### src/design/assert_macros.svh
// ----------------------------------------------------------------------------
// Assertion macros
// Shared concurrent assertion helpers, clocked on clk, disabled in reset.
// ----------------------------------------------------------------------------
`ifndef ASSERT_MACROS_SVH
`define ASSERT_MACROS_SVH

// property must hold at every clock edge outside reset
`define ASSERT_ALWAYS(label, prop, msg) \
    label: assert property (@(posedge clk) disable iff (!rst_n) (prop)) \
        else $error(msg);

// antecedent implies consequent in the same cycle
`define ASSERT_IMPLY(label, ante, cons, msg) \
    label: assert property (@(posedge clk) disable iff (!rst_n) (ante) |-> (cons)) \
        else $error(msg);

`endif

### src/design/tic_pkg.sv
// ----------------------------------------------------------------------------
// tic_pkg
// Types and constants shared by the timer / interrupt controller modules.
// ----------------------------------------------------------------------------
`default_nettype none

package tic_pkg;

    localparam int DIVIDER_PERIOD_DEFAULT = 256;
    localparam int QUEUE_DEPTH            = 2;

    localparam int CYCLES_W   = 6;
    localparam int IRQ_W      = 5;
    localparam int PC_W       = 16;
    localparam int COUNT_W    = 8;
    localparam int PERIOD_W   = 11;
    localparam int IRQ_IDX_W  = 3;

    localparam logic [PERIOD_W-1:0] TIMER_PERIOD_RESET = 11'd1024;
    localparam logic [COUNT_W-1:0]  VECTOR_BASE        = 8'h40;
    localparam int                  TIMER_IRQ_BIT      = 2;

    typedef enum logic [1:0] {
        REG_TIMER_PERIOD     = 2'd0,
        REG_TIMER_ENABLE     = 2'd1,
        REG_TIMER_RELOAD     = 2'd2,
        REG_INTERRUPT_ENABLE = 2'd3
    } tic_reg_t;

    typedef struct packed {
        logic [PERIOD_W-1:0] period;
        logic                enable;
        logic [COUNT_W-1:0]  reload;
    } tic_timer_cfg_t;

    // classified item handed from the timer front to the dispatch back
    typedef struct packed {
        logic [PC_W-1:0]    pc;
        logic               set_me;
        logic [IRQ_W-1:0]   ext;
        logic               timer_irq;
        logic [COUNT_W-1:0] divider_value;
        logic [COUNT_W-1:0] timer_value;
    } tic_item_t;

    typedef struct packed {
        logic [IRQ_W-1:0]   pending_flags;
        logic [COUNT_W-1:0] divider_value;
        logic [COUNT_W-1:0] timer_value;
        logic               wake;
        logic [PC_W-1:0]    return_address;
        logic [COUNT_W-1:0] vector;
        logic               service;
    } tic_result_t;

endpackage

`default_nettype wire

### src/design/timer_interrupt_controller.sv
// ----------------------------------------------------------------------------
// timer_interrupt_controller
// Timer, divider and interrupt dispatch, one transaction per instruction.
//
//   Channel   Dir   Handshake                  Payload
//   s_*       in    s_tvalid / s_tready        cycles, ext_requests, set_me, pc
//   m_*       out   m_tvalid / m_tready        service .. pending_flags
//   APB       in    psel & penable & pwrite    timer_period .. interrupt_enable
//
// One transaction per cycle sustained while m_tready stays high; the front
// writes each into the queue, the back moves it into the output register.
// The timer front computes its per-item accumulator loop combinationally.
// rst_n clears all counters, flags and the master enable asynchronously.
// s_tready drops only on a full queue, after the output register was held.
// ----------------------------------------------------------------------------
`default_nettype none
`include "assert_macros.svh"

module timer_interrupt_controller #(
    parameter int DIVIDER_PERIOD = tic_pkg::DIVIDER_PERIOD_DEFAULT
) (
    input  wire         clk,
    input  wire         rst_n,
    input  wire         s_tvalid,
    output logic        s_tready,
    input  wire  [31:0] s_tdata,   // cycles[5:0] ext_requests[10:6] set_master_enable[11]
                                   // current_pc[27:12] zero[31:28]
    output logic        m_tvalid,
    input  wire         m_tready,
    output logic [47:0] m_tdata,   // service[0] vector[8:1] return_address[24:9] wake[25]
                                   // timer_value[33:26] divider_value[41:34]
                                   // pending_flags[46:42] zero[47]
    input  wire         psel,
    input  wire         penable,
    input  wire         pwrite,
    input  wire  [3:0]  paddr,
    input  wire  [31:0] pwdata,
    output logic [31:0] prdata,
    output logic        pready
);
    import tic_pkg::*;

    tic_timer_cfg_t    timer_cfg_reg;
    logic [IRQ_W-1:0]  ie_reg;
    tic_reg_t          reg_sel;
    logic              cfg_write;

    logic              push;
    logic              q_not_full;
    logic              q_not_empty;
    logic              pop;
    tic_item_t         push_item;
    tic_item_t         head;
    tic_result_t       result;

    assign pready    = 1'b1;
    assign reg_sel   = tic_reg_t'(paddr[3:2]);
    assign cfg_write = psel && penable && pwrite && pready;

    always_ff @(posedge clk or negedge rst_n)
    begin
        if (!rst_n)
        begin
            timer_cfg_reg.period <= TIMER_PERIOD_RESET;
            timer_cfg_reg.enable <= 1'b0;
            timer_cfg_reg.reload <= '0;
            ie_reg               <= '0;
        end
        else if (cfg_write)
        begin
            case (reg_sel)
                REG_TIMER_PERIOD:     timer_cfg_reg.period <= pwdata[PERIOD_W-1:0];
                REG_TIMER_ENABLE:     timer_cfg_reg.enable <= pwdata[0];
                REG_TIMER_RELOAD:     timer_cfg_reg.reload <= pwdata[COUNT_W-1:0];
                REG_INTERRUPT_ENABLE: ie_reg               <= pwdata[IRQ_W-1:0];
                default:              ;
            endcase
        end
    end

    always_comb
    begin
        case (reg_sel)
            REG_TIMER_PERIOD:     prdata = 32'(timer_cfg_reg.period);
            REG_TIMER_ENABLE:     prdata = 32'(timer_cfg_reg.enable);
            REG_TIMER_RELOAD:     prdata = 32'(timer_cfg_reg.reload);
            REG_INTERRUPT_ENABLE: prdata = 32'(ie_reg);
            default:              prdata = '0;
        endcase
    end

    assign s_tready = q_not_full;

    tic_front #(
        .DIVIDER_PERIOD (DIVIDER_PERIOD)
    ) u_front (
        .clk        (clk),
        .rst_n      (rst_n),
        .timer_cfg  (timer_cfg_reg),
        .in_valid   (s_tvalid),
        .in_cycles  (s_tdata[5:0]),
        .in_ext     (s_tdata[10:6]),
        .in_set_me  (s_tdata[11]),
        .in_pc      (s_tdata[27:12]),
        .push_ready (q_not_full),
        .push       (push),
        .push_item  (push_item)
    );

    tic_queue #(
        .DEPTH (QUEUE_DEPTH)
    ) u_queue (
        .clk       (clk),
        .rst_n     (rst_n),
        .push      (push),
        .push_item (push_item),
        .not_full  (q_not_full),
        .pop       (pop),
        .not_empty (q_not_empty),
        .head      (head)
    );

    tic_back u_back (
        .clk              (clk),
        .rst_n            (rst_n),
        .interrupt_enable (ie_reg),
        .head_valid       (q_not_empty),
        .head             (head),
        .pop              (pop),
        .out_valid        (m_tvalid),
        .out_ready        (m_tready),
        .out_result       (result)
    );

    assign m_tdata = {1'b0, result};

    `ASSERT_IMPLY(a_service_wakes, m_tvalid && m_tdata[0], m_tdata[25],
        "service without wake")
    `ASSERT_IMPLY(a_vector_legal, m_tvalid && m_tdata[0],
        (m_tdata[8:1] == 8'h40) || (m_tdata[8:1] == 8'h48) || (m_tdata[8:1] == 8'h50) ||
        (m_tdata[8:1] == 8'h58) || (m_tdata[8:1] == 8'h60),
        "illegal interrupt vector")
    `ASSERT_IMPLY(a_idle_vector_zero, m_tvalid && !m_tdata[0],
        (m_tdata[8:1] == 8'h00) && (m_tdata[24:9] == 16'h0000),
        "vector or return address set without service")
    `ASSERT_ALWAYS(a_full_queue_held, s_tready || m_tvalid,
        "queue full while output register empty")

endmodule

`default_nettype wire

### src/design/tic_front.sv
// ----------------------------------------------------------------------------
// tic_front
// Input side: advances timer and divider per accepted transaction and
// emits a classified item into the queue.
// ----------------------------------------------------------------------------
`default_nettype none

module tic_front #(
    parameter int DIVIDER_PERIOD = tic_pkg::DIVIDER_PERIOD_DEFAULT
) (
    input  wire                           clk,
    input  wire                           rst_n,
    input  tic_pkg::tic_timer_cfg_t       timer_cfg,
    input  wire                           in_valid,
    input  wire  [tic_pkg::CYCLES_W-1:0]  in_cycles,
    input  wire  [tic_pkg::IRQ_W-1:0]     in_ext,
    input  wire                           in_set_me,
    input  wire  [tic_pkg::PC_W-1:0]      in_pc,
    input  wire                           push_ready,
    output logic                          push,
    output tic_pkg::tic_item_t            push_item
);
    import tic_pkg::*;

    localparam int DIV_ACC_W = (DIVIDER_PERIOD >= 64) ? $clog2(DIVIDER_PERIOD + 64) : 16;
    localparam logic [DIV_ACC_W-1:0] DIV_PERIOD_V = DIV_ACC_W'(DIVIDER_PERIOD);

    logic [PERIOD_W-1:0]  timer_acc_reg,  timer_acc_next;
    logic [DIV_ACC_W-1:0] div_acc_reg,    div_acc_next;
    logic [COUNT_W-1:0]   timer_cnt_reg,  timer_cnt_next;
    logic [COUNT_W-1:0]   div_cnt_reg,    div_cnt_next;

    logic [PERIOD_W:0]    t_sum;
    logic [PERIOD_W-1:0]  t_sat;
    logic [DIV_ACC_W:0]   d_sum;
    logic [DIV_ACC_W-1:0] d_sat;
    logic                 timer_irq;

    always_comb
    begin
        t_sum = {1'b0, timer_acc_reg} + (PERIOD_W+1)'(in_cycles);
        t_sat = t_sum[PERIOD_W] ? {PERIOD_W{1'b1}} : t_sum[PERIOD_W-1:0];
        timer_acc_next = timer_acc_reg;
        timer_cnt_next = timer_cnt_reg;
        timer_irq      = 1'b0;
        if (timer_cfg.enable)
        begin
            timer_acc_next = t_sat;
            if (t_sat >= timer_cfg.period)
            begin
                timer_acc_next = t_sat - timer_cfg.period;
                if (timer_cnt_reg == {COUNT_W{1'b1}})
                begin
                    timer_cnt_next = timer_cfg.reload;
                    timer_irq      = 1'b1;
                end
                else
                begin
                    timer_cnt_next = timer_cnt_reg + 1'b1;
                end
            end
        end

        d_sum = {1'b0, div_acc_reg} + (DIV_ACC_W+1)'(in_cycles);
        d_sat = d_sum[DIV_ACC_W] ? {DIV_ACC_W{1'b1}} : d_sum[DIV_ACC_W-1:0];
        div_acc_next = d_sat;
        div_cnt_next = div_cnt_reg;
        if (d_sat >= DIV_PERIOD_V)
        begin
            div_acc_next = d_sat - DIV_PERIOD_V;
            div_cnt_next = div_cnt_reg + 1'b1;
        end
    end

    assign push = in_valid && push_ready;

    always_comb
    begin
        push_item.pc            = in_pc;
        push_item.set_me        = in_set_me;
        push_item.ext           = in_ext;
        push_item.timer_irq     = timer_irq;
        push_item.divider_value = div_cnt_next;
        push_item.timer_value   = timer_cnt_next;
    end

    always_ff @(posedge clk or negedge rst_n)
    begin
        if (!rst_n)
        begin
            timer_acc_reg <= '0;
            div_acc_reg   <= '0;
            timer_cnt_reg <= '0;
            div_cnt_reg   <= '0;
        end
        else if (push)
        begin
            timer_acc_reg <= timer_acc_next;
            div_acc_reg   <= div_acc_next;
            timer_cnt_reg <= timer_cnt_next;
            div_cnt_reg   <= div_cnt_next;
        end
    end

endmodule

`default_nettype wire

### src/design/tic_queue.sv
// ----------------------------------------------------------------------------
// tic_queue
// Short register FIFO decoupling the timer front from the dispatch back.
// ----------------------------------------------------------------------------
`default_nettype none

module tic_queue #(
    parameter int DEPTH = tic_pkg::QUEUE_DEPTH
) (
    input  wire                 clk,
    input  wire                 rst_n,
    input  wire                 push,
    input  tic_pkg::tic_item_t  push_item,
    output logic                not_full,
    input  wire                 pop,
    output logic                not_empty,
    output tic_pkg::tic_item_t  head
);
    import tic_pkg::*;

    localparam int PTR_W = (DEPTH > 1) ? $clog2(DEPTH) : 1;
    localparam int CNT_W = $clog2(DEPTH + 1);
    localparam logic [PTR_W-1:0] LAST_PTR = PTR_W'(DEPTH - 1);
    localparam logic [CNT_W-1:0] FULL_CNT = CNT_W'(DEPTH);

    tic_item_t          store_reg [DEPTH];
    logic [PTR_W-1:0]   wr_ptr_reg, wr_ptr_next;
    logic [PTR_W-1:0]   rd_ptr_reg, rd_ptr_next;
    logic [CNT_W-1:0]   count_reg,  count_next;

    assign not_full  = (count_reg != FULL_CNT);
    assign not_empty = (count_reg != '0);
    assign head      = store_reg[rd_ptr_reg];

    always_comb
    begin
        wr_ptr_next = wr_ptr_reg;
        rd_ptr_next = rd_ptr_reg;
        count_next  = count_reg;
        if (push)
        begin
            wr_ptr_next = (wr_ptr_reg == LAST_PTR) ? '0 : wr_ptr_reg + 1'b1;
        end
        if (pop)
        begin
            rd_ptr_next = (rd_ptr_reg == LAST_PTR) ? '0 : rd_ptr_reg + 1'b1;
        end
        case ({push, pop})
            2'b10:   count_next = count_reg + 1'b1;
            2'b01:   count_next = count_reg - 1'b1;
            default: count_next = count_reg;
        endcase
    end

    always_ff @(posedge clk)
    begin
        if (push)
        begin
            store_reg[wr_ptr_reg] <= push_item;
        end
    end

    always_ff @(posedge clk or negedge rst_n)
    begin
        if (!rst_n)
        begin
            wr_ptr_reg <= '0;
            rd_ptr_reg <= '0;
            count_reg  <= '0;
        end
        else
        begin
            wr_ptr_reg <= wr_ptr_next;
            rd_ptr_reg <= rd_ptr_next;
            count_reg  <= count_next;
        end
    end

endmodule

`default_nettype wire

### src/design/tic_back.sv
// ----------------------------------------------------------------------------
// tic_back
// Output side: merges requests into the flags, dispatches the lowest
// pending interrupt and holds the result in an output register.
// ----------------------------------------------------------------------------
`default_nettype none

module tic_back (
    input  wire                          clk,
    input  wire                          rst_n,
    input  wire  [tic_pkg::IRQ_W-1:0]    interrupt_enable,
    input  wire                          head_valid,
    input  tic_pkg::tic_item_t           head,
    output logic                         pop,
    output logic                         out_valid,
    input  wire                          out_ready,
    output tic_pkg::tic_result_t         out_result
);
    import tic_pkg::*;

    logic [IRQ_W-1:0]     flags_reg, flags_next;
    logic                 me_reg,    me_next;
    logic                 out_valid_reg;
    tic_result_t          result_reg;
    tic_result_t          result_next;

    logic [IRQ_W-1:0]     merged;
    logic [IRQ_W-1:0]     pending;
    logic [IRQ_W-1:0]     grant;
    logic [IRQ_IDX_W-1:0] grant_idx;
    logic                 me_now;
    logic                 service;

    always_comb
    begin
        merged = flags_reg | head.ext;
        merged[TIMER_IRQ_BIT] = merged[TIMER_IRQ_BIT] | head.timer_irq;
        me_now  = me_reg | head.set_me;
        pending = merged & interrupt_enable;

        grant     = '0;
        grant_idx = '0;
        for (int i = IRQ_W - 1; i >= 0; i--)
        begin
            if (pending[i])
            begin
                grant     = '0;
                grant[i]  = 1'b1;
                grant_idx = IRQ_IDX_W'(i);
            end
        end

        service    = (pending != '0) && me_now;
        flags_next = service ? (merged & ~grant) : merged;
        me_next    = service ? 1'b0 : me_now;

        result_next.service        = service;
        result_next.vector         = service ? (VECTOR_BASE + COUNT_W'({grant_idx, 3'b000}))
                                             : '0;
        result_next.return_address = service ? head.pc : '0;
        result_next.wake           = (pending != '0);
        result_next.timer_value    = head.timer_value;
        result_next.divider_value  = head.divider_value;
        result_next.pending_flags  = flags_next;
    end

    assign pop        = head_valid && (!out_valid_reg || out_ready);
    assign out_valid  = out_valid_reg;
    assign out_result = result_reg;

    always_ff @(posedge clk)
    begin
        if (pop)
        begin
            result_reg <= result_next;
        end
    end

    always_ff @(posedge clk or negedge rst_n)
    begin
        if (!rst_n)
        begin
            flags_reg     <= '0;
            me_reg        <= 1'b0;
            out_valid_reg <= 1'b0;
        end
        else
        begin
            if (pop)
            begin
                flags_reg <= flags_next;
                me_reg    <= me_next;
            end
            if (pop)
            begin
                out_valid_reg <= 1'b1;
            end
            else if (out_ready)
            begin
                out_valid_reg <= 1'b0;
            end
        end
    end

endmodule

`default_nettype wire

### config.mk
export PLATFORM = sky130hd
export DESIGN_NAME = timer_interrupt_controller
export DESIGN_NICKNAME = d
export VERILOG_FILES = /design/src/design/tic_pkg.sv /design/src/design/timer_interrupt_controller.sv /design/src/design/tic_front.sv /design/src/design/tic_queue.sv /design/src/design/tic_back.sv
export VERILOG_INCLUDE_DIRS = /design/src /design/src/design
export SDC_FILE = /design/constraint.sdc
export NUM_CORES = 1
export LEC_CHECK = 0
export ABC_CLOCK_PERIOD_IN_PS = 5300
export BUFFER_PORTS_ARGS = -buffer_cell sky130_fd_sc_hd__buf_4
export CORE_MARGIN = 4
export CORE_UTILIZATION = 56
export DETAILED_ROUTE_END_ITERATION = 12
export PLACE_DENSITY = 0.8
export SYNTH_ARGS = -nofsm -noshare
export SYNTH_HDL_FRONTEND = slang
export SYNTH_SLANG_ARGS = --single-unit
### constraint.sdc
create_clock -name clk -period 5.3 [get_ports clk]
set_clock_uncertainty 0.1 [all_clocks]
set_input_delay 1.06 -clock clk [delete_from_list [all_inputs] [get_ports clk]]
set_output_delay 1.06 -clock clk [all_outputs]
set_load 0.01 [all_outputs]
Yosys cells after proc, flatten, opt, wreduce, memory -nomap -nowiden
Memory sizes are Yosys's and may differ from the RTL's.
Cells that the tools add are included.
W data, S select, Z words.
Word-level totals
  RAM bits: 78
  logic and storage cells: 96
  output and inout port bits: 83
  flip-flop bits (word level): 119
  latch bits: 0
  memories: 1
  memory bits (read-only): 0
  input bits: 75
Cells by class
  div/mod/pow operators: 0
  multipliers: 0
  $add $sub $neg: 11
  mux-type cells: 31
  shift operators: 0
  equality and inequality tests: 7
  magnitude comparators: 2
  reductions and logical operators: 17
  bitwise logic cells: 6
Memory list
  u_queue.store_reg: depth 2, width 39, rd ports 1, clocked after Yosys merged registers in 0, wr ports 1, line tic_queue.sv:26  | tic_item_t store_reg [DEPTH];
Operator list (count)
  $pmux W32 S4: 1
  $mux W8: 4
  $mux W5: 6
  $mux W11: 2
  $mux W9: 2
  $add A8 B1 Y8 const B: 2
  $mux W3: 5
  $add A11 B6 Y12: 1
  $ge A11 B11 Y1: 1
  $sub A11 B11 Y11: 1
  $add A9 B6 Y10: 1
  $and A5 B5 Y5: 2
  $mux W1: 10
  $reduce_and A2 Y1: 5
  $ge A9 B9 Y1 const B: 1
  $sub A9 B9 Y9 const B: 1
  $add A7 B6 Y8 const A: 1
  $eq A8 B8 Y1 const B: 1
  $eq A2 B2 Y1 const B: 3
  $reduce_bool A2 Y1: 3
  $logic_and A1 B1 Y1: 5
  $not A5 Y5: 1
  $or A5 B5 Y5: 1
  $reduce_bool A5 Y1: 1
  other kinds (10): 13

Logic depth before layout (Yosys ltp)
Gate-level depths: netlist of run 1.
An unclocked memory read counts as a cell.
  word-level depth: 12
  gate-level depth with buffers: 16
  gate-level depth less buffers: 14

By module
A second synthesis of run 1 with hierarchy kept.
Second synthesis, totals
  cell total of the unflattened synthesis: 745
  area total of the unflattened synthesis: 9536.6 sq um
Modules (own cells, without submodules)
  tic_front: times used 1, area an instance 3285.7 sq um, cells an instance 384, seq. area each 875.8 sq um
  tic_queue: times used 1, area an instance 3012.9 sq um, cells an instance 137, seq. area each 2442.3 sq um
  tic_back: times used 1, area an instance 1898.1 sq um, cells an instance 119, seq. area each 1466.4 sq um
  timer_interrupt_controller: times used 1, area an instance 1340.0 sq um, cells an instance 105, seq. area each 626.9 sq um

Least setup slack after synthesis of run 1
No wires, ideal clock.
  path kind: input-to-reg
  from: in m_tready
  to: reg u_queue.count_reg[1]
  stages on the path: 5
  arrival: 4476 ps
  required time: 5121 ps
  path buffers: 0
  setup time: 79 ps
  path slack: 645 ps
  path through: inv_1 -> a21oi_1 -> ha_1 -> nor2_1 -> xor2_1
Between the ends
  longest elaborated chain between the ends: 4
  elaborated cells between the ends (all ways): 6
  classes of those cells: eq/ne (2); mux (1); reduce/logical (3)
Ends and longest elaborated chain
  start: declaration: line timer_interrupt_controller.sv:29  | input wire m_tready,
  $logic_or A1 B1 Y1 (*): line tic_back.sv:67  | assign pop = head_valid && (!out_valid_reg || out_ready);
  $logic_and A1 B1 Y1 (*): line tic_back.sv:67
  named net pop: line timer_interrupt_controller.sv:51  | logic pop;
  $eq A2 B1 Y1 or $eq A2 B2 Y1 (tied branches): line tic_queue.sv:48  | case ({push, pop})
  $pmux W2 S2 or $reduce_bool A2 Y1 (tied branches)
  end signal: assignment: line tic_queue.sv:75  | count_reg <= count_next;
  end: declaration: line tic_queue.sv:29  | logic [CNT_W-1:0] count_reg, count_next;
The timed path passes the listed nets; every way through them passes the cells marked *.
A chain may end at the register's enable or synchronous reset.

==> impl.org, run 1 <==
** Outcome
- The flow ran to the end, and the final reports show no timing, DRC or antenna violations.

** Setup path
- STA puts the critical path data required time at 5.37 ns.
- STA classifies the critical path startpoint as an input port.
- The critical path is of the in -> reg type.
- In this run the worst path has a maximum fanout of 6.
- The worst setup path is captured at a flip-flop.
- Data arrival time at the worst-slack endpoint :: 4.78 ns

** STA
- Transition time at the pin with the least slew margin :: 1.17 ns
- Setup repair after global routing left no endpoint under its margin.
- Worst slew margin :: 21.3%
- Achievable frequency :: 212 MHz
- Setup violations remaining at the end of the flow were counted as 0.
- Tcrit/Tclk final :: 88.9%
- For the finished layout, the period the worst path requires is 4.71 ns.
- After routing, the total negative slack on setup checks comes to 0 ns.
- Total count of max-transition violations in the final report :: 0
- The number of hold violations in the final report was 0.

** Yosys
- In this run, synthesis inferred 121 flip-flops with an integrated enable.
- Async S/R FF share, synth :: 37.0%
- Most repeated cell in the gate-level netlist after synthesis :: sky130_fd_sc_hd__edfxtp_1
- Netlist Area Pre-Place :: 0.00916 mm2
- Yosys attributes the largest share of cell area to sky130_fd_sc_hd__edfxtp_1 (40%), sky130_fd_sc_hd__dfrtp_1 (19%), sky130_fd_sc_hd__mux2_2 (4.7%), sky130_fd_sc_hd__ha_1 (3.6%), sky130_fd_sc_hd__mux2i_1 (2.9%).
- The netlist uses 70 different library cells.
- After synthesis the netlist holds a flip-flop and latch count of 192.
- For this run, the number of Yosys warnings is 0.
- The cell count after synthesis came out at 753.
- The biggest area contributor in the post-synthesis netlist is sky130_fd_sc_hd__edfxtp_1.
- Sequential cell area fraction in the yosys report :: 59.1%
- Mean Syn Cell Area :: 12.2 um2
- Top cell types by occurrence after synthesis :: sky130_fd_sc_hd__edfxtp_1 (121), sky130_fd_sc_hd__dfrtp_1 (70), sky130_fd_sc_hd__nand2_1 (68)
- Top FF cell, synth :: sky130_fd_sc_hd__edfxtp_1
- The synthesized design devotes to its leading area cell type 39.7% of total area.

** Clocking
- H-Tree Depth :: 4
- Total of hold buffers inserted after clock tree synthesis :: 0
- Max Buffers Root-to-Sink :: 2
- Clock buffer count from CTS :: 17
- Post-CTS setup buffers :: 0
- TritonCTS clock tree :: yes
- Clock sinks :: 192
- Clock-pin slew of the registers on the worst-case setup and hold paths :: 0.07 ns
- In this run, post-CTS repair resized a total of 0 instances.
- Worst skew pair latency :: 0.44 ns
- Buffer cell driving the clock tree root :: sky130_fd_sc_hd__clkbuf_16

** GRT
- The number of antenna violations at the first check in global routing was 0.
- The first global-routing pass estimated 28.8 mm of wire.
- Entering global routing, the biggest net connects 72 pins.
- Vias in the first global route :: 5730
- Summed over all layers, the global routing overflow is 0.
- Overall track demand over capacity in global routing :: 20.1%

** Placement
- DP Wirelength :: 12.4 mm
- Number of buffers inserted by port buffering :: 103
- Routability congestion estimate :: 0.879

** Die
- The floorplan has 46 rows.
- The initial utilization of the core area, before any placement, comes to 57.5%.
- 158 I/O pins were placed.
- Die X :: 136 um
- Die height :: 136 um
- Floorplan core area :: 0.0159 mm2
- Floorplan die area :: 0.0185 mm2

** Hold path
- The worst hold path belongs to the class reg -> reg.

** Layout
- Total inserted antenna cells :: 0
- Total Nets Final :: 962
- Area occupied by registers :: 0.00541 mm2
- Area delta synth->final :: 16.6%
- Ratio of cells with drive above 1 in the final layout :: 22.8%
- The layout has 1136 filler cells.
- In the final layout, the multi-input gates occupy 0.00343 mm2.
- The register with the most flip-flops in the layout has 78 of them.

** Flow run
- Count of maximum capacitance violations :: 0

** Route
- For this block, the initial DRC count from the detailed router was 338.
- After detailed routing, the total wire length is 18.0 mm.
- Detailed-routing iteration count for the pre-antenna-repair pass :: 5
- DRC violations left :: 0
- The detail route stage leaves a number of antenna-violating nets equal to 0.
- WL per Instance :: 16.6 um
- After detailed routing, the number of vias per cell comes to 5.47.
- Routed vias :: 5945

** Power
- Across the VDD grid, the largest voltage drop is 0.521 mV.
- Tot Pwr :: 6.52 mW
- Pwr per Cell Area :: 611 mW/mm2
- The analysis attributes to cell leakage a power of 4.47 nW.
## stage by stage
step	hold WS, ns	cell area, um2	setup slack [ns]	instances	utilization, %
global placement	0.367	10100	0.318	1055	63.1
detailed placement	0.380	10100	0.249	1055	63.1
finish	0.394	10700	0.590	1087	67.0
global route	0.420	10700	0.412	1087	67.0
floorplan	0.350	9260	0.645	778	-
CTS	0.397	10700	0.677	1087	67.0
## area by class of cell
cell class,count,share of cell area (%)
inverter,33,1.16
clock inverter,12,1.59
multi-input combinational,504,32.1
tap,216,2.53
timing repair buffer,110,7.73
sequential,192,50.7
clock buffer,20,4.18
## report_power, final
group          leakage, nW  total (mW)  internal (mW)  switching (mW)
combinational         2.16        2.72           1.16            1.56
sequential            2.01        2.46           2.21           0.253
clock                0.304        1.34          0.770           0.567
## logic make-up after synthesis
kind of cell / Yosys count / share of synthesized area (%)
simple gates: 207 / 10.4
flops: 192 / 59.1
compound gates: 134 / 9.48
buf+inv: 82 / 4.77
mux: 74 / 8.85
xor+xnor: 33 / 3.15
fa+ha+maj: 29 / 4.21
other cells: 2 / 0.0820
## per-layer routing
metal	track usage [%]	part of all wire [%]	routed length, um
met5	0	0	0
met3	4.22	5.7	1030
met2	33.6	49	8930
met4	6.72	1.3	232
met1	26.3	44	7860
## final timing paths
kind	slack, ns	end	depth (start not counted)	start
worst max-delay path	0.59	u_queue.store_reg[1][4]	15	s_tdata[0]
worst min-delay path	0.39	u_front.div_acc_reg[0]	2	u_front.div_acc_reg[0]
worst max register to register	0.96	u_queue.store_reg[1][4]	14	u_front.timer_acc_reg[0]
worst min register to register	0.39	u_front.div_acc_reg[0]	2	u_front.div_acc_reg[0]
max in group asynchronous	3.77	u_queue.rd_ptr_reg	1	rst_n
min in group asynchronous	0.65	u_front.timer_acc_reg[6]	1	rst_n
## worst max-delay path, stage by stage
cell	delay, ns
sky130_fd_sc_hd__buf_4	0.12
sky130_fd_sc_hd__ha_1	0.23
sky130_fd_sc_hd__fa_1	0.41
sky130_fd_sc_hd__a21oi_1	0.26
sky130_fd_sc_hd__o2111ai_1	0.25
sky130_fd_sc_hd__nand3_1	0.16
sky130_fd_sc_hd__xor2_1	0.18
sky130_fd_sc_hd__nand2_1	0.10
sky130_fd_sc_hd__ha_1	0.42
sky130_fd_sc_hd__nand3_1	0.18
sky130_fd_sc_hd__a2111oi_2	0.43
sky130_fd_sc_hd__o32a_1	0.35
sky130_fd_sc_hd__nand2_2	0.13
sky130_fd_sc_hd__nor2_1	0.14
sky130_fd_sc_hd__mux2_1	0.35
## cell usage in the layout (no fill, tap or decap), types with 12 or more instances in the layout
cell and count:
sky130_fd_sc_hd__clkbuf_16 17, sky130_fd_sc_hd__mux2i_1 27, sky130_fd_sc_hd__o21ai_1 19, sky130_fd_sc_hd__nor3_1 16
sky130_fd_sc_hd__dfrtp_1 69, sky130_fd_sc_hd__nand3_1 18, sky130_fd_sc_hd__buf_4 110, sky130_fd_sc_hd__nor2_1 58
sky130_fd_sc_hd__xnor2_1 13, sky130_fd_sc_hd__conb_1 27, sky130_fd_sc_hd__ha_1 26, sky130_fd_sc_hd__o21ai_0 27
sky130_fd_sc_hd__mux2_2 38, sky130_fd_sc_hd__xor2_1 20, sky130_fd_sc_hd__edfxtp_1 121, sky130_fd_sc_hd__a31oi_1 12
sky130_fd_sc_hd__a21oi_1 23, sky130_fd_sc_hd__nand2_1 68, sky130_fd_sc_hd__inv_1 31
(Power assumes the default switching activity.)
==> run 2: changes to the inputs <==
- CELL_PAD_IN_SITES_DETAIL_PLACEMENT: default -> 0
- CELL_PAD_IN_SITES_GLOBAL_PLACEMENT: default -> 1
- CORE_UTILIZATION: 56 -> 45
- PLACE_DENSITY: 0.8 -> default
- PLACE_DENSITY_LB_ADDON: default -> 0.1
==> run 2 against run 1 <==
  * Fmax rose by 1.1%
  * Combinational power barely moved
  * First-iteration DRC count fell by 7.4%
  * Critical path depth did not move
  * Die area rose by 23%
  * Critical endpoint is now u_queue.store_reg[1][6]
  * Largest cell class unchanged
==> impl.org, run 2 (synthesis results as in run 1) <==
** Outcome
- Run status :: completed

** Clocking
- Clock buffer count from CTS :: 17 (unchanged)
- The level count of the clock H-tree is 4 (unchanged).
- Total of hold buffers inserted after clock tree synthesis :: 0 (unchanged)
- The number of setup buffers added after CTS is 0 (unchanged).
- Worst skew pair latency :: 0.43 ns (about the same)
- The maximum root-to-sink buffer count was 2 (unchanged).
- The clock slew at the register clock pins of the worst setup and hold paths is 0.08 ns (about the same).
- Buffer cell driving the clock tree root :: sky130_fd_sc_hd__clkbuf_16
- TritonCTS clock tree :: yes
- The post-CTS resize count is 0 (unchanged).
- The clock sink total was 192 (unchanged).

** Die
- The count of boundary I/O pins is 158 (unchanged).
- Floorplan die area :: 0.0227 mm2 (+23%)
- The initial cell density of the core is 46.5% (-11 points).
- The area of the core region is 0.0197 mm2 (+24%).
- The floorplan die width was 151 um (+11%).
- The standard-cell row count came to 51 (+11%).
- Die height :: 151 um (+11%)

** Layout
- Leaving out fill and tap cells, the most frequent cell in the layout is sky130_fd_sc_hd__edfxtp_1.
- Area of the multi-input gates :: 0.00343 mm2 (unchanged)
- The top cell types in the final layout, fill and taps aside, are sky130_fd_sc_hd__edfxtp_1 (121), sky130_fd_sc_hd__buf_4 (111), sky130_fd_sc_hd__dfrtp_1 (69), sky130_fd_sc_hd__nand2_1 (68), sky130_fd_sc_hd__nor2_1 (58).
- The number of diodes added for antenna fixing is 0 (unchanged).
- Area occupied by registers :: 0.00541 mm2 (unchanged)
- The number of nets in the layout is 963 (+0.10%).
- The flip-flop count of the largest register, all copies and words added was 78 (unchanged).
- The proportion of layout cells with a drive suffix above 1 is 23.1% (+0.20 points).
- From synthesis to final layout, the design area changed by 16.9%.
- The count of fill cells added during filler insertion is 1677 (+48%).

** Placement
- The global placer's final weighted congestion is 0.825 (-6.2%).
- The final HPWL from detailed placement is 13.4 mm (+8.1%).
- The pre-CTS setup slack came to 0.244 ns (-0.00501 ns).
- The number of I/O port buffers is 103 (unchanged).

** Route
- WL per Instance :: 16.5 um (-0.48%)
- The number of vias in the routed layout came to 5986 (+0.69%).
- Total wirelength of the detailed-routed design :: 18.8 mm (+4.1%)
- The number of DRC violations after detailed-routing iteration 0 came to 313 (-7.4%).
- Detailed-routing iteration count for the pre-antenna-repair pass :: 5 (unchanged)
- Number of vias per cell :: 5.26 (-3.7%)
- The number of nets still failing antenna checks after routing came to 0 (unchanged).
- The number of design rule violations left after detail routing was 0 (unchanged).

** Power
- Part of the power in registers :: 38.6% (+0.8 points)
- The proportion of total power due to net switching is 37.6% (+1.2 points).
- Tot Pwr :: 6.41 mW (-1.7%)
- The largest voltage drop on the vdd net came to 0.333 mV (-36%).
- The internal cell power is 4.00 mW (-3.5%).
- Static Leakage :: 4.45 nW (-0.59%)
- Logic pwr share :: 42.3% (+0.6 points)
- The power per unit of standard cell area came to 599 mW/mm2 (-1.9%).
- The switching power of the nets was 2.41 mW (+1.5%).
- Clk network pwr share :: 19.1% (-1.4 points)

** STA
- Setup repair after global routing left no endpoint under its margin.
- Period minus WS final :: 4.66 ns (-0.0499 ns)
- Final hold violation count :: 0 (unchanged)
- Setup TNS :: 0 ns (unchanged)
- The relative max-transition margin is 32.2% (+11 points).
- Achievable frequency :: 215 MHz (+1.1%)
- The setup slack after layout came to 0.640 ns (+0.0499 ns).
- Total count of max-transition violations in the final report :: 0 (unchanged)
- Total of endpoints with negative setup slack in the final report :: 0 (unchanged)
- The final critical-path share of the clock period came to 87.9% (-0.94 points).
- Transition time at the pin with the least slew margin :: 1.02 ns (-0.155 ns)

** GRT
- The global router's overall resource usage came to 17.0% (-3.0 points).
- The global-route wire length before repair came to 30.2 mm (+5.2%).
- The aggregate global routing overflow is 0 (unchanged).
- The number of antenna violations at the first check in global routing was 0 (unchanged).
- The maximum number of pins on one net before global-route repair came to 72 (unchanged).
- The via count of the first global-routing pass came to 6006 (+4.8%).

** Setup path
- The critical path is of the in -> reg type.
- STA classifies the critical path startpoint as an input port.
- The required time of the critical path came to 5.36 ns (about the same).
- Data arrival time at the worst-slack endpoint :: 4.72 ns (-0.06 ns)
- Max incr delay on CP :: 0.42 ns (about the same)
- The slack of the worst reg-to-reg path was 1.03 ns (+0.07 ns).
- In this run the critical register-to-register path is launched from u_front.timer_acc_reg[0].
- Dominant delay contributor by cell family on the critical path :: compound AO/OA/AOI/OAI gates
- Crit end category :: flip-flop
- Crit-path slowest cell :: sky130_fd_sc_hd__fa_1
- The worst register-to-register path ends at u_queue.store_reg[1][6].
- The count of cells along the worst register-to-register path was 14 (unchanged).
- First element of the critical path :: s_tdata[0]
- Buffers plus inverters on the worst setup path :: 1 (unchanged)
- Critical Path Fanout Max :: 8 (+2)
- Crit path cell chain :: buf_4 -> ha_1 -> fa_1 -> a21oi_1 -> o2111ai_1 -> nand3_1 -> xor2_1 -> nand2_1 -> ha_1 -> nand3_1 -> a2111oi_2 -> o32a_1 -> nand2_2 -> nor2_1 -> mux2_1

** Hold path
- Class of the tightest hold or removal check :: reg -> reg
- For hold timing, the worst endpoint is u_front.div_acc_reg[4].
- Hold Crit Depth :: 2 (unchanged)
- Hold path start :: u_front.div_acc_reg[4]

** Flow run
- Count of maximum capacitance violations :: 0 (unchanged)
run 2: changes by cell type in the layout (fill, tap and decap cells not counted), sizes merged:
cell | previous run | this run
bufinv | 3 | 0
clkbuf | 20 | 18
clkinv | 2 | 4
clkinvlp | 0 | 3
buf | 110 | 111
run 2: cell type report:
type	instances	share of cell area, %
tap	265	3.10
inverter	33	1.16
clock inverter	14	1.37
sequential	192	50.5
multi-input combinational	504	32.1
clock buffer	18	4.01
timing repair buffer	111	7.78
run 2: worst max-delay path by stage:
stage                                          to  slack [ns]  depth (start not counted)
after floorplan              u_queue.count_reg[1]        0.65                          5
after global placement    u_queue.store_reg[0][6]        0.27                         15
after detailed placement  u_queue.store_reg[1][4]        0.24                         15
after CTS                 u_queue.store_reg[1][6]        0.68                         15
after global routing      u_queue.store_reg[0][2]        0.35                         15
final                     u_queue.store_reg[1][6]        0.64                         15
run 2: per-layer routing:
| metal | GRT usage, % | vias to the layer above | routed length, um |
|---|---|---|---|
| met1 | 22.3 | 2919 | 8200 |
| met2 | 29.1 | 152 | 9340 |
| met4 | 4.44 | 0 | 197 |
| met5 | 0 | - | 0 |
| li1 | - | 2898 | - |
| met3 | 3.34 | 17 | 1050 |
run 2: through the flow:
stage | util [%] | cell area (um2) | std cells | hold slack [ns]
detailed placement | 51.4 | 10100 | 1105 | 0.376
global route | 54.3 | 10700 | 1137 | 0.415
global placement | 51.4 | 10100 | 1105 | 0.362
floorplan | - | 9260 | 778 | 0.350
CTS | 54.3 | 10700 | 1137 | 0.393
finish | 54.3 | 10700 | 1137 | 0.385
run 2: power groups by stage:
stage                     logic [mW]  registers [mW]  clock network [mW]
final                           2.71            2.48                1.23
after global routing            3.04            2.53                1.33
after CTS                       2.75            2.48                1.26
after detailed placement        2.74            2.51                   0
after global placement          2.69            2.49                   0
after floorplan                 1.91            2.51                   0
run 2: tightest hold or removal path: cells and delay by family, from the launching register on:
family          cells  cell delay, ns
flops               1            0.35
simple gates        1            0.05
compound gates      1            0.06
==> run 3: changes to the inputs <==
- RECOVER_POWER: default -> 100
==> run 3 against run 2 <==
  * The flow now finishes with violations (max-capacitance violations, max-slew violations)
  * Global-route usage unchanged
  * Setup slack lost 0.015 ns
  * Critical path depth up 1
  * Hold slack barely moved
  * Die area unchanged
  * Non-clock buffer count is the same
  * Core utilization decreased by 1.7 points
  * Final cell count unchanged
  * Flip-flop and latch count is the same
  * First-iteration DRC count rose by 0.96%
  * Sequential power about the same
  * Wire length is 0.31% higher
  * Largest power group unchanged
==> impl.org, run 3 (synthesis results as in run 1) <==
** Outcome
- The run finished, with violations left.
- The checks that failed: max-capacitance violations, max-slew violations.

** Setup path
- The delay of the slowest cell on the worst path was 0.43 ns (about the same).
- The critical path arrival came to 4.76 ns (+0.04 ns).
- Traced cell by cell, the critical path runs through clkbuf_1 -> ha_1 -> fa_1 -> a21oi_1 -> o2111ai_1 -> nand3_1 -> xor2_1 -> nand2_1 -> ha_1 -> a21oi_2 -> o221ai_1 -> o32a_1 -> nand2_2 -> clkbuf_1 -> a211oi_1 -> a21o_1.
- The worst register-to-register path ends at u_back.flags_reg[0].
- The count of cells along the worst register-to-register path is 7 (-7).
- Critical Setup Path Class :: in -> reg
- In this run the critical register-to-register path is launched from u_queue.rd_ptr_reg.
- The highest fanout seen on the critical path was 8 (unchanged).
- Crit end category :: flip-flop
- Worst path required time :: 5.38 ns (+0.02 ns)
- Startpoint Class :: input port
- Reg2reg setup slack :: 1.00 ns (-0.03 ns)
- Crit-path slowest cell :: sky130_fd_sc_hd__o32a_1

** GRT
- The maximum number of pins on one net before global-route repair was 72 (unchanged).
- The global-route wire length before repair was 30.2 mm (unchanged).
- The via count of the first global-routing pass is 6006 (unchanged).
- The aggregate global routing overflow is 0 (unchanged).
- Initial antenna violation count :: 0 (unchanged)
- The global router's overall resource usage came to 17.0% (unchanged).

** Clocking
- The post-CTS resize count is 0 (unchanged).
- The clock slew at the register clock pins of the worst setup and hold paths came to 0.08 ns (about the same).
- The CTS buffer count was 17 (unchanged).
- H-Tree Depth :: 4 (unchanged)
- The clock sink total was 192 (unchanged).
- The insertion delay to the later sink of the worst-skew pair came to 0.43 ns (about the same).
- The maximum root-to-sink buffer count came to 2 (unchanged).
- Total of hold buffers inserted after clock tree synthesis :: 0 (unchanged)
- TritonCTS built the clock tree.
- The number of setup buffers added after CTS is 0 (unchanged).
- The root buffer cell chosen for the clock tree is sky130_fd_sc_hd__clkbuf_16.

** Hold path
- Hold Crit Depth :: 2 (unchanged)
- The path class of the tightest hold or removal check is reg -> reg.
- Hold Path Sink :: u_front.div_acc_reg[4]
- In this run the most critical hold path is launched from u_front.div_acc_reg[4].

** Placement
- Routability congestion estimate :: 0.825 (unchanged)
- Number of buffers inserted by port buffering :: 103 (unchanged)
- DP Wirelength :: 13.4 mm (unchanged)

** STA
- The relative max-transition margin came to -68.4% (-100 points).
- Period minus WS final :: 4.68 ns (+0.0154 ns)
- Setup repair after global routing missed its margin :: no
- Total of endpoints with negative setup slack in the final report :: 0 (unchanged)
- Achievable frequency :: 214 MHz (-0.33%)
- The final sum of negative setup slack was 0 ns (unchanged).
- The final critical-path share of the clock period came to 88.2% (+0.29 points).
- Transition time at the pin with the least slew margin :: 2.53 ns (+1.51 ns)
- The number of hold violations in the final report came to 0 (unchanged).
- Total count of max-transition violations in the final report :: 231 (+231)

** Die
- The die area was 0.0227 mm2 (unchanged).
- The area of the core region came to 0.0197 mm2 (unchanged).
- The initial cell density of the core was 46.5% (unchanged).
- The standard-cell row count is 51 (unchanged).
- Die height :: 151 um (unchanged)
- Number of placed I/O pins :: 158 (unchanged)
- The floorplan die width is 151 um (unchanged).

** Layout
- The area used by multi-input combinational logic came to 0.00339 mm2 (-1.2%).
- Top library cells by usage in the layout, fill and taps aside :: sky130_fd_sc_hd__edfxtp_1 (121), sky130_fd_sc_hd__clkbuf_1 (79), sky130_fd_sc_hd__dfrtp_1 (70), sky130_fd_sc_hd__nand2_1 (69), sky130_fd_sc_hd__nor2_1 (58)
- Core Util, Final :: 52.6% (-1.7 points)
- Area delta synth->final :: 13.2%
- Leaving out fill and tap cells, the most frequent cell in the layout is sky130_fd_sc_hd__edfxtp_1.
- The count of fill cells added during filler insertion was 1746 (+4.1%).
- The sequential standard cell area is 0.00541 mm2 (about the same).
- The number of diodes added for antenna fixing came to 0 (unchanged).
- Ratio of cells with drive above 1 in the final layout :: 12.6% (-10 points)
- The number of nets in the layout is 963 (unchanged).
- Largest register FFs :: 78 (unchanged)

** Route
- The number of design rule violations left after detail routing was 0 (unchanged).
- 1st-iter DRT viols :: 316 (+0.96%)
- WL per Instance :: 16.6 um (+0.31%)
- The number of nets still failing antenna checks after routing came to 0 (unchanged).
- Total wirelength of the detailed-routed design :: 18.8 mm (+0.31%)
- Routed vias :: 6003 (+0.28%)
- Detailed-routing iteration count for the pre-antenna-repair pass :: 4 (-1)
- Number of vias per cell :: 5.28 (+0.28%)

** Power
- Pwr per Cell Area :: 601 mW/mm2 (+0.30%)
- Static Leakage :: 4.15 nW (-6.6%)
- Worst vdd rail ir drop :: 0.333 mV (+0.13%)

** Flow run
- Count of maximum capacitance violations :: 6 (+6)
[run 3: worst max-delay path, delay by kind of cell]
| family | cells | cell delay [ns] |
|---|---|---|
| AND/OR/NAND/NOR | 3 | 0.44 |
| XOR/XNOR | 1 | 0.20 |
| AO/OA/AOI/OAI | 7 | 1.63 |
| buffers and inverters | 2 | 0.36 |
| adder cells (fa/ha/maj) | 3 | 1.05 |
[run 3: how the worst max path moves through the flow]
stage / from / end / slack, ns / depth (start not counted)
5_1_grt: s_tdata[1] / u_queue.store_reg[0][2] / 0.19 / 14
3_5_place_dp: s_tdata[0] / u_queue.store_reg[1][4] / 0.24 / 15
4_1_cts: s_tdata[0] / u_queue.store_reg[1][6] / 0.68 / 15
6_report: s_tdata[0] / u_queue.store_reg[1][0] / 0.62 / 16
2_1_floorplan: m_tready / u_queue.count_reg[1] / 0.65 / 5
3_3_place_gp: s_tdata[0] / u_queue.store_reg[0][6] / 0.27 / 15
[run 3: final cells by class]
class,instances,share of cell area [%]
multi-input cells,504,32.7
inverters,33,1.19
flip-flops and latches,192,52.2
well taps,265,3.20
clock buffers,18,4.14
clock inverters,14,1.41
repair buffers,111,5.19
[run 3: layer usage]
metal / wire length (um) / vias up / global-route usage (%)
li1: - / 2902 / -
met1: 8420 / 2942 / 22.3
met2: 9370 / 142 / 29.1
met3: 857 / 17 / 3.34
met4: 192 / 0 / 4.44
met5: 0 / - / 0
[run 3: report_power, final]
| part | internal, mW | switching [mW] | leakage, nW |
|---|---|---|---|
| Clock | 0.629 | 0.598 | 0.272 |
| Sequential | 2.22 | 0.262 | 2.01 |
| Combinational | 0.990 | 1.53 | 1.87 |
| Total | 3.84 | 2.39 | 4.15 |
[run 3: metrics by stage]
stage | hold slack (ns) | setup WS (ns) | total power [mW] | cells | cell area [um2]
floorplan | 0.350 | 0.645 | 4.42 | 778 | 9260
detailed placement | 0.376 | 0.244 | 5.25 | 1105 | 10100
global placement | 0.362 | 0.273 | 5.18 | 1105 | 10100
global route | 0.415 | 0.186 | 6.71 | 1137 | 10400
finish | 0.385 | 0.625 | 6.23 | 1137 | 10400
CTS | 0.393 | 0.677 | 6.49 | 1137 | 10700
